--- config.mk ---
export PLATFORM = sky130hd
export DESIGN_NAME = usb_standard_request_handler_unit
export DESIGN_NICKNAME = d
export VERILOG_FILES = /design/src/design/usbsrh_pkg.sv /design/src/design/usb_standard_request_handler_unit.sv
export SDC_FILE = /design/constraint.sdc
export NUM_CORES = 1
export LEC_CHECK = 0
export BUFFER_PORTS_ARGS = -buffer_cell sky130_fd_sc_hd__buf_2
export CAP_MARGIN = 5
export CELL_PAD_IN_SITES_DETAIL_PLACEMENT = 0
export CELL_PAD_IN_SITES_GLOBAL_PLACEMENT = 1
export CORE_UTILIZATION = 35
export CTS_BUF_LIST = sky130_fd_sc_hd__clkbuf_16
export DETAILED_ROUTE_END_ITERATION = 8
export PLACE_DENSITY = 0.69
export SLEW_MARGIN = 20
export SYNTH_ARGS = -nofsm -noshare
export SYNTH_HDL_FRONTEND = slang
export SYNTH_SLANG_ARGS = --single-unit
--- constraint.sdc ---
create_clock -name clk -period 3.85 [get_ports clk]
set_input_delay 0.1925 -clock clk [delete_from_list [all_inputs] [get_ports clk]]
set_output_delay 0.1925 -clock clk [all_outputs]
set_load 0.01 [all_outputs]
--- src/design/usbsrh_pkg.sv ---
// Package for the USB standard request handler.
// Holds request codes, reply codes, register indexes and the result word type.
// No dependencies.
`default_nettype none

package usbsrh_pkg;

    // Standard bRequest codes
    localparam logic [7:0] REQ_GET_STATUS        = 8'd0;
    localparam logic [7:0] REQ_CLEAR_FEATURE     = 8'd1;
    localparam logic [7:0] REQ_SET_FEATURE       = 8'd3;
    localparam logic [7:0] REQ_SET_ADDRESS       = 8'd5;
    localparam logic [7:0] REQ_GET_DESCRIPTOR    = 8'd6;
    localparam logic [7:0] REQ_GET_CONFIGURATION = 8'd8;
    localparam logic [7:0] REQ_SET_CONFIGURATION = 8'd9;
    localparam logic [7:0] REQ_GET_INTERFACE     = 8'd10;
    localparam logic [7:0] REQ_SET_INTERFACE     = 8'd11;

    // Feature selector
    localparam logic [15:0] FEAT_REMOTE_WAKEUP = 16'd1;

    // Descriptor types (high byte of wValue)
    localparam logic [7:0] DT_DEVICE = 8'd1;
    localparam logic [7:0] DT_CONFIG = 8'd2;
    localparam logic [7:0] DT_STRING = 8'd3;

    // Reply actions
    localparam logic [1:0] ACT_DATA   = 2'd0;
    localparam logic [1:0] ACT_STATUS = 2'd1;
    localparam logic [1:0] ACT_STALL  = 2'd2;

    // Data sources
    localparam logic [2:0] SRC_NONE   = 3'd0;
    localparam logic [2:0] SRC_DEVICE = 3'd1;
    localparam logic [2:0] SRC_CONFIG = 3'd2;
    localparam logic [2:0] SRC_STRING = 3'd3;
    localparam logic [2:0] SRC_IMM    = 3'd4;

    // Fixed lengths of immediate replies
    localparam logic [15:0] LEN_STATUS_WORD = 16'd2;
    localparam logic [15:0] LEN_ONE_BYTE    = 16'd1;

    // Configuration register indexes
    localparam int unsigned CFG_IDX_W = 3;
    localparam logic [CFG_IDX_W-1:0] CFG_DEVICE_DESC_LEN  = 3'd0;
    localparam logic [CFG_IDX_W-1:0] CFG_CONFIG_TOTAL_LEN = 3'd1;
    localparam logic [CFG_IDX_W-1:0] CFG_STRING_COUNT     = 3'd2;
    localparam logic [CFG_IDX_W-1:0] CFG_STRING_LENGTHS   = 3'd3;
    localparam logic [CFG_IDX_W-1:0] CFG_DEVICE_STATUS    = 3'd4;
    localparam int unsigned CFG_DATA_W = 64;

    // Reset values of configuration registers
    localparam logic [7:0] DEVICE_DESC_LEN_RST = 8'd18;

    // Default number of string descriptor slots
    localparam int unsigned MAX_STRINGS_DEF = 8;

    // One result word
    typedef struct packed {
        logic [1:0]  action;
        logic [2:0]  source;
        logic [2:0]  string_index;
        logic [15:0] immediate_data;
        logic [15:0] send_length;
        logic        address_write;
        logic [6:0]  device_address;
        logic        remote_wakeup_enabled;
    } result_t;

endpackage

`default_nettype wire

--- src/design/usb_standard_request_handler_unit.sv ---
// Flow: a request word is taken into the input register, then moves to the result register
// once that register is free; its reply word is offered from the result register.
// Throughput: one request per cycle; while a reply waits, the input register takes one
// more word and then in_ready drops until the reply is taken.
// Reset (rst_n low, asynchronous): address, configuration, alternate setting and
// wakeup flag cleared; descriptor lengths and status restored to defaults.
`default_nettype none

module usb_standard_request_handler_unit #(
    parameter int unsigned MAX_STRINGS = usbsrh_pkg::MAX_STRINGS_DEF
) (
    input  wire                               clk,
    input  wire                               rst_n,
    // request channel
    input  wire                               in_valid,
    output logic                              in_ready,
    input  wire  [7:0]                        request_code,
    input  wire  [15:0]                       request_value,
    input  wire  [15:0]                       requested_length,
    // reply channel
    output logic                              out_valid,
    input  wire                               out_ready,
    output logic [1:0]                        action,
    output logic [2:0]                        source,
    output logic [2:0]                        string_index,
    output logic [15:0]                       immediate_data,
    output logic [15:0]                       send_length,
    output logic                              address_write,
    output logic [6:0]                        device_address,
    output logic                              remote_wakeup_enabled,
    // configuration write channel
    input  wire                               cfg_valid,
    output logic                              cfg_ready,
    input  wire  [usbsrh_pkg::CFG_IDX_W-1:0]  cfg_index,
    input  wire  [usbsrh_pkg::CFG_DATA_W-1:0] cfg_data
);

    localparam logic [3:0] MAX_STR_CNT = 4'(MAX_STRINGS);

    // Configuration registers
    logic [7:0]  dev_desc_len_reg;
    logic [15:0] cfg_total_len_reg;
    logic [3:0]  str_count_reg;
    logic [7:0]  str_len_reg [MAX_STRINGS];
    logic [15:0] dev_status_reg;

    // Device state
    logic [6:0]  addr_reg,        addr_next;
    logic [7:0]  cfg_value_reg,   cfg_value_next;
    logic [7:0]  alt_setting_reg, alt_setting_next;
    logic        wakeup_reg,      wakeup_next;

    // Input stage
    logic        s1_valid_reg;
    logic [7:0]  s1_code_reg;
    logic [15:0] s1_value_reg;
    logic [15:0] s1_wlen_reg;

    // Output stage
    logic        out_valid_reg;
    usbsrh_pkg::result_t res_reg, res_next;

    logic        out_free;
    logic        s1_advance;

    // Decode helpers
    logic [7:0]  desc_type;
    logic [7:0]  desc_idx;
    logic [3:0]  str_cnt_eff;
    logic [7:0]  str_len_sel;
    logic [2:0]  desc_src;
    logic [15:0] desc_len;

    // Handshake
    assign cfg_ready  = 1'b1;
    assign out_free   = !out_valid_reg || out_ready;
    assign s1_advance = s1_valid_reg && out_free;
    assign in_ready   = !s1_valid_reg || out_free;

    // Configuration writes
    always_ff @(posedge clk or negedge rst_n)
    begin
        if (!rst_n)
        begin
            dev_desc_len_reg  <= usbsrh_pkg::DEVICE_DESC_LEN_RST;
            cfg_total_len_reg <= '0;
            str_count_reg     <= '0;
            dev_status_reg    <= '0;
        end
        else if (cfg_valid && cfg_ready)
        begin
            unique case (cfg_index)
                usbsrh_pkg::CFG_DEVICE_DESC_LEN:  dev_desc_len_reg  <= cfg_data[7:0];
                usbsrh_pkg::CFG_CONFIG_TOTAL_LEN: cfg_total_len_reg <= cfg_data[15:0];
                usbsrh_pkg::CFG_STRING_COUNT:     str_count_reg     <= cfg_data[3:0];
                usbsrh_pkg::CFG_DEVICE_STATUS:    dev_status_reg    <= cfg_data[15:0];
                default: ;
            endcase
        end
    end

    // String length bytes, one slot per supported string
    always_ff @(posedge clk or negedge rst_n)
    begin
        if (!rst_n)
        begin
            for (int i = 0; i < MAX_STRINGS; i++)
                str_len_reg[i] <= '0;
        end
        else if (cfg_valid && cfg_ready && cfg_index == usbsrh_pkg::CFG_STRING_LENGTHS)
        begin
            for (int i = 0; i < MAX_STRINGS; i++)
                str_len_reg[i] <= cfg_data[i*8 +: 8];
        end
    end

    // Input register
    always_ff @(posedge clk or negedge rst_n)
    begin
        if (!rst_n)
            s1_valid_reg <= 1'b0;
        else if (in_ready)
            s1_valid_reg <= in_valid;
    end

    always_ff @(posedge clk)
    begin
        if (in_valid && in_ready)
        begin
            s1_code_reg  <= request_code;
            s1_value_reg <= request_value;
            s1_wlen_reg  <= requested_length;
        end
    end

    // Descriptor lookup
    assign desc_type   = s1_value_reg[15:8];
    assign desc_idx    = s1_value_reg[7:0];
    assign str_cnt_eff = (str_count_reg > MAX_STR_CNT) ? MAX_STR_CNT : str_count_reg;

    always_comb
    begin
        str_len_sel = '0;
        for (int i = 0; i < MAX_STRINGS; i++)
        begin
            if (desc_idx == 8'(i))
                str_len_sel = str_len_reg[i];
        end
    end

    always_comb
    begin
        desc_src = usbsrh_pkg::SRC_NONE;
        desc_len = '0;
        priority if (desc_type == usbsrh_pkg::DT_DEVICE)
        begin
            desc_src = usbsrh_pkg::SRC_DEVICE;
            desc_len = {8'd0, dev_desc_len_reg};
        end
        else if (desc_type == usbsrh_pkg::DT_CONFIG)
        begin
            desc_src = usbsrh_pkg::SRC_CONFIG;
            desc_len = cfg_total_len_reg;
        end
        else if (desc_type == usbsrh_pkg::DT_STRING && desc_idx < {4'd0, str_cnt_eff})
        begin
            desc_src = usbsrh_pkg::SRC_STRING;
            desc_len = {8'd0, str_len_sel};
        end
        else
        begin
            desc_src = usbsrh_pkg::SRC_NONE;
        end
    end

    // Request decode and state update
    always_comb
    begin
        addr_next        = addr_reg;
        cfg_value_next   = cfg_value_reg;
        alt_setting_next = alt_setting_reg;
        wakeup_next      = wakeup_reg;
        res_next         = '0;
        res_next.action  = usbsrh_pkg::ACT_STALL;
        res_next.source  = usbsrh_pkg::SRC_NONE;

        unique case (s1_code_reg)
            usbsrh_pkg::REQ_GET_STATUS:
            begin
                res_next.action         = usbsrh_pkg::ACT_DATA;
                res_next.source         = usbsrh_pkg::SRC_IMM;
                res_next.immediate_data = dev_status_reg;
                res_next.send_length    = usbsrh_pkg::LEN_STATUS_WORD;
            end
            usbsrh_pkg::REQ_CLEAR_FEATURE,
            usbsrh_pkg::REQ_SET_FEATURE:
            begin
                // only the remote wakeup selector is honored
                if (s1_value_reg == usbsrh_pkg::FEAT_REMOTE_WAKEUP)
                begin
                    wakeup_next     = (s1_code_reg == usbsrh_pkg::REQ_SET_FEATURE);
                    res_next.action = usbsrh_pkg::ACT_STATUS;
                end
            end
            usbsrh_pkg::REQ_SET_ADDRESS:
            begin
                addr_next              = s1_value_reg[6:0];
                res_next.address_write = 1'b1;
                res_next.action        = usbsrh_pkg::ACT_STATUS;
            end
            usbsrh_pkg::REQ_GET_DESCRIPTOR:
            begin
                // absent or zero-length descriptor stalls; otherwise clamp to wLength
                if (desc_src != usbsrh_pkg::SRC_NONE && desc_len != '0)
                begin
                    res_next.action      = usbsrh_pkg::ACT_DATA;
                    res_next.source      = desc_src;
                    res_next.send_length = (s1_wlen_reg < desc_len) ? s1_wlen_reg : desc_len;
                    if (desc_src == usbsrh_pkg::SRC_STRING)
                        res_next.string_index = desc_idx[2:0];
                end
            end
            usbsrh_pkg::REQ_GET_CONFIGURATION:
            begin
                res_next.action         = usbsrh_pkg::ACT_DATA;
                res_next.source         = usbsrh_pkg::SRC_IMM;
                res_next.immediate_data = {8'd0, cfg_value_reg};
                res_next.send_length    = usbsrh_pkg::LEN_ONE_BYTE;
            end
            usbsrh_pkg::REQ_SET_CONFIGURATION:
            begin
                cfg_value_next  = s1_value_reg[7:0];
                res_next.action = usbsrh_pkg::ACT_STATUS;
            end
            usbsrh_pkg::REQ_GET_INTERFACE:
            begin
                res_next.action         = usbsrh_pkg::ACT_DATA;
                res_next.source         = usbsrh_pkg::SRC_IMM;
                res_next.immediate_data = {8'd0, alt_setting_reg};
                res_next.send_length    = usbsrh_pkg::LEN_ONE_BYTE;
            end
            usbsrh_pkg::REQ_SET_INTERFACE:
            begin
                alt_setting_next = s1_value_reg[7:0];
                res_next.action  = usbsrh_pkg::ACT_STATUS;
            end
            default: ;
        endcase

        res_next.device_address        = addr_next;
        res_next.remote_wakeup_enabled = wakeup_next;
    end

    // Device state registers, updated as each request leaves the input stage
    always_ff @(posedge clk or negedge rst_n)
    begin
        if (!rst_n)
        begin
            addr_reg        <= '0;
            cfg_value_reg   <= '0;
            alt_setting_reg <= '0;
            wakeup_reg      <= 1'b0;
        end
        else if (s1_advance)
        begin
            addr_reg        <= addr_next;
            cfg_value_reg   <= cfg_value_next;
            alt_setting_reg <= alt_setting_next;
            wakeup_reg      <= wakeup_next;
        end
    end

    // Result register
    always_ff @(posedge clk or negedge rst_n)
    begin
        if (!rst_n)
            out_valid_reg <= 1'b0;
        else if (out_free)
            out_valid_reg <= s1_valid_reg;
    end

    always_ff @(posedge clk)
    begin
        if (s1_advance)
            res_reg <= res_next;
    end

    assign out_valid             = out_valid_reg;
    assign action                = res_reg.action;
    assign source                = res_reg.source;
    assign string_index          = res_reg.string_index;
    assign immediate_data        = res_reg.immediate_data;
    assign send_length           = res_reg.send_length;
    assign address_write         = res_reg.address_write;
    assign device_address        = res_reg.device_address;
    assign remote_wakeup_enabled = res_reg.remote_wakeup_enabled;

    // Checks
    a_stall_empty: assert property (@(posedge clk) disable iff (!rst_n)
        (out_valid && action == usbsrh_pkg::ACT_STALL) |->
            (source == usbsrh_pkg::SRC_NONE && send_length == '0))
        else $error("stall reply carries data");

    a_addr_status: assert property (@(posedge clk) disable iff (!rst_n)
        (out_valid && address_write) |-> (action == usbsrh_pkg::ACT_STATUS))
        else $error("address write without status reply");

    a_imm_len: assert property (@(posedge clk) disable iff (!rst_n)
        (out_valid && source == usbsrh_pkg::SRC_IMM) |->
            (send_length == usbsrh_pkg::LEN_ONE_BYTE ||
             send_length == usbsrh_pkg::LEN_STATUS_WORD))
        else $error("immediate reply has wrong length");

    a_full_blocks: assert property (@(posedge clk) disable iff (!rst_n)
        (s1_valid_reg && out_valid_reg && !out_ready) |-> !in_ready)
        else $error("input accepted while both stages are full");

    a_state_hold: assert property (@(posedge clk) disable iff (!rst_n)
        !$past(s1_advance) |-> ($stable(addr_reg) && $stable(wakeup_reg)))
        else $error("device state changed without a request");

endmodule

`default_nettype wire
==> results_dict.tcl <==
set metrics [dict create \
    die_height_um 171 \
    clockRootBuffer "sky130_fd_sc_hd__clkbuf_16" \
    timing.critical_path.fanout_max 10 \
    crit_required_ps 4100 \
    coreArea_um2 28000 \
    routabilityCongestion 0.875 \
    worstSetupEndpointType "register" \
    max_freq_ghz 0.267 \
    number_of_flip_flops_in_the_largest_register 64 \
    drt_iter0_markers 419 \
    postLayoutCellArea_um2 13500 \
    grt.total_usage 0.188 \
    postSynthCellCount 751 \
    detailedPlacementHpwl_um 18900 \
    finalWirelength_um 27300 \
    cp_cell_sequence "buf_12 -> mux2i_1 -> mux4_2 -> o41a_1 -> ha_4 -> a21o_1 -> a21oi_1 -> o21ai_2 -> nand2_2 -> o311a_4 -> buf_4 -> a31oi_2 -> a22oi_2" \
    clock_latency_at_the_later_pin_of_the_worst_skew_pair_ps 520 \
    synth_edf_count 89 \
    h-tree-depth 1 \
    timing.critical_path.slowest_cell_delay_ps 530 \
    startpoint_type "register" \
    p_per_area_nw_per_um2 453 \
    slew_viol_final 0 \
    min_period_ps 3750 \
    total_cts_buffers 24 \
    ctsLongestPathBuffers 3 \
    final-setup-viol-count 0 \
    ys.warnings.count 0 \
    final_cells 1457 \
    grt_start_max_net_pins 65 \
    postSynthAreaPerCell_um2 13.4 \
    antenna_found_initial 0 \
    uppermost_layer_routed "met4" \
    dp_cells 1306 \
    syn_area_um2 10000 \
    leakagePower_nw 5.76 \
    cts.sinks 223 \
    route.met3.wl_um 1360 \
    placement.io_buffers 162 \
    grt_pass1_wl_um 42000 \
    worst-setup-path-type "reg2reg" \
    timing.max_cap.violations 0 \
    hold_path_class "in2reg" \
    start_util 0.359 \
    floorplan.rows 61 \
    synth.lib_cells_used.distinct 71 \
    design.portCount 164 \
    cts_tree "yes" \
    relSlewSlack 0.344 \
    vias 7140 \
    post_route_cells_drive_above_1_share 0.390 \
    period_share 0.974 \
    area_growth_pct 34.6 \
    yosysSeqAreaShare 0.600 \
    synth_async_sr_flop_share 0.601 \
    postSynthRegisterBits 223 \
    synth_top_flop_cell "sky130_fd_sc_hd__dfrtp_1" \
    hold-worst-slack_ps 18.1 \
    critical_path_arrival_ps 4000 \
    route.detailed.wl_per_inst_um 18.7 \
    vdd_drop_max_mv 0.281 \
    reg_clk_slew_reported_paths_ps 60 \
    die_area_um2 29400 \
    antenna_left 0 \
    met2RoutedLength_um 13000 \
    chipWidth_um 171 \
    worst_path_setup_slack_after_routing_ps 98.6 \
    hold_violations 0 \
    crit_path_top_delay_cell "sky130_fd_sc_hd__edfxtp_1" \
    antenna_cells 0 \
    drt_drc_violations_left 0 \
    fin_util 0.483 \
    timing.clock.skew_ps 10.3 \
    mappedNetlistNets 881 \
    detail_route.vias_per_cell 4.90 \
    run_status "finished, final reports clean" \
    post-place-ws_ps -87.2 \
    wl_met1_um 12400 \
    drt-pass1-iter-count 5 \
    timing_worst_slew_pin_value_ps 984 \
    dp_area_um2 11600 \
    first_global_vias 7361 \
    globalRoute.totalOverflow 0 \
    finish.net_count 1191 \
]
## power by group
group | leakage, nW | total (mW) | switching (mW) | internal (mW)
Sequential | 2.52 | 3.01 | 0.186 | 2.83
Combinational | 2.84 | 0.905 | 0.412 | 0.493
Clock | 0.408 | 2.21 | 0.911 | 1.30
Total | 5.76 | 6.13 | 1.51 | 4.62
## repair_timing
action	4_1_cts	5_1_grt
buffers inserted	0	6
pin swaps	0	5
cloned	0	1
hold buffers	100	0
hold endpoints to repair	165	0
gates resized for setup	2	16
endpoints found under the setup margin	12	16
## cell usage after synthesis, drive strengths merged, types with 13 or more instances
library cell  count  area share
dfrtp           132        0.33
mux2            123        0.14
edfxtp           89        0.27
nand2            73       0.027
a21oi            25       0.012
mux2i            25       0.025
nor2             25      0.0093
nor3             24       0.013
clkbuf           23      0.0086
o21ai            23       0.012
ha               18       0.022
nand3            16      0.0080
a21o             15       0.011
buf              15       0.010
inv              13      0.0049
## per-stage QoR
step / TNS [ps] / power [mW]
floorplan: 0 / 3.50
detailed placement: -198 / 3.87
global placement: -4.92 / 3.85
global route: -336 / 6.42
CTS: 0 / 6.18
finish: 0 / 6.13
## final timing paths
check	startpoint	end	slack (ps)	depth (start not counted)
worst max-delay path	s1_value_reg[0]	send_length[0]	100	13
worst min-delay path	cfg_data[13]	cfg_total_len_reg[13]	20	2
worst max register to register	s1_value_reg[0]	send_length[0]	100	13
worst min register to register	addr_reg[6]	addr_reg[6]	470	2
max in group asynchronous	rst_n	dev_desc_len_reg[1]	2720	3
min in group asynchronous	rst_n	str_len_reg[46]	180	2
## cell families (layout without fill, tap and decap cells)
logic type / Yosys count / after routing / synth area share
adders and majority gates: 18 / 18 / 0.0224
buffers and inverters: 52 / 380 / 0.0243
muxes: 155 / 155 / 0.178
other: 1 / 1 / 0.000373
AOI/OAI and AO/OA: 107 / 107 / 0.0741
and+or+nand+nor: 195 / 195 / 0.101
DFF: 223 / 223 / 0.600
## placed cells by master, fill, tap and decap left out, types with 3 or more instances in the layout
| master | n |
|---|---|
| sky130_fd_sc_hd__clkbuf_16 | 26 |
| sky130_fd_sc_hd__nor2b_1 | 5 |
| sky130_fd_sc_hd__buf_4 | 55 |
| sky130_fd_sc_hd__nand2b_1 | 5 |
| sky130_fd_sc_hd__buf_12 | 3 |
| sky130_fd_sc_hd__mux2_2 | 123 |
| sky130_fd_sc_hd__a21oi_1 | 23 |
| sky130_fd_sc_hd__mux2i_1 | 25 |
| sky130_fd_sc_hd__nor2_1 | 25 |
| sky130_fd_sc_hd__or4_1 | 5 |
| sky130_fd_sc_hd__and2_1 | 9 |
| sky130_fd_sc_hd__a31oi_1 | 6 |
| sky130_fd_sc_hd__a21o_1 | 15 |
| sky130_fd_sc_hd__nand4_1 | 7 |
| sky130_fd_sc_hd__ha_1 | 17 |
| sky130_fd_sc_hd__nor3_1 | 18 |
| sky130_fd_sc_hd__a211oi_1 | 5 |
| sky130_fd_sc_hd__nor3_2 | 6 |
| sky130_fd_sc_hd__mux4_2 | 7 |
| sky130_fd_sc_hd__a22oi_1 | 5 |
| sky130_fd_sc_hd__o21ai_0 | 20 |
| sky130_fd_sc_hd__buf_2 | 161 |
| sky130_fd_sc_hd__nand3_1 | 15 |
| sky130_fd_sc_hd__edfxtp_1 | 89 |
| sky130_fd_sc_hd__o32ai_1 | 4 |
| sky130_fd_sc_hd__nand2_1 | 72 |
| sky130_fd_sc_hd__clkinv_1 | 3 |
| sky130_fd_sc_hd__dfrtp_1 | 132 |
| sky130_fd_sc_hd__nor3b_1 | 4 |
| sky130_fd_sc_hd__inv_1 | 23 |
| sky130_fd_sc_hd__dlygate4sd3_1 | 100 |
## critical path, delay by kind of cell, from the launching register on
family / cells / cell delay [ps]
buf+inv: 2 / 370
fa+ha+maj: 1 / 310
mux: 2 / 670
simple gates: 1 / 90
flops: 1 / 530
compound gates: 7 / 1510
## layer usage
layer  vias to the layer above  track usage
met4                         0       0.0380
met1                      3488        0.263
met5                         -            0
li1                       3422            -
met3                        32       0.0260
met2                       198        0.311
## area by class of cell
cell class / instances / area, µm²
timing repair buffer: 322 / 2330
fill: 2527 / 14500
multi-input combinational: 476 / 3880
inverter: 14 / 52.6
sequential: 223 / 6030
clock inverter: 19 / 130
clock buffer: 25 / 626
tap: 378 / 473
Note: power is estimated with default switching activity, not from simulation.
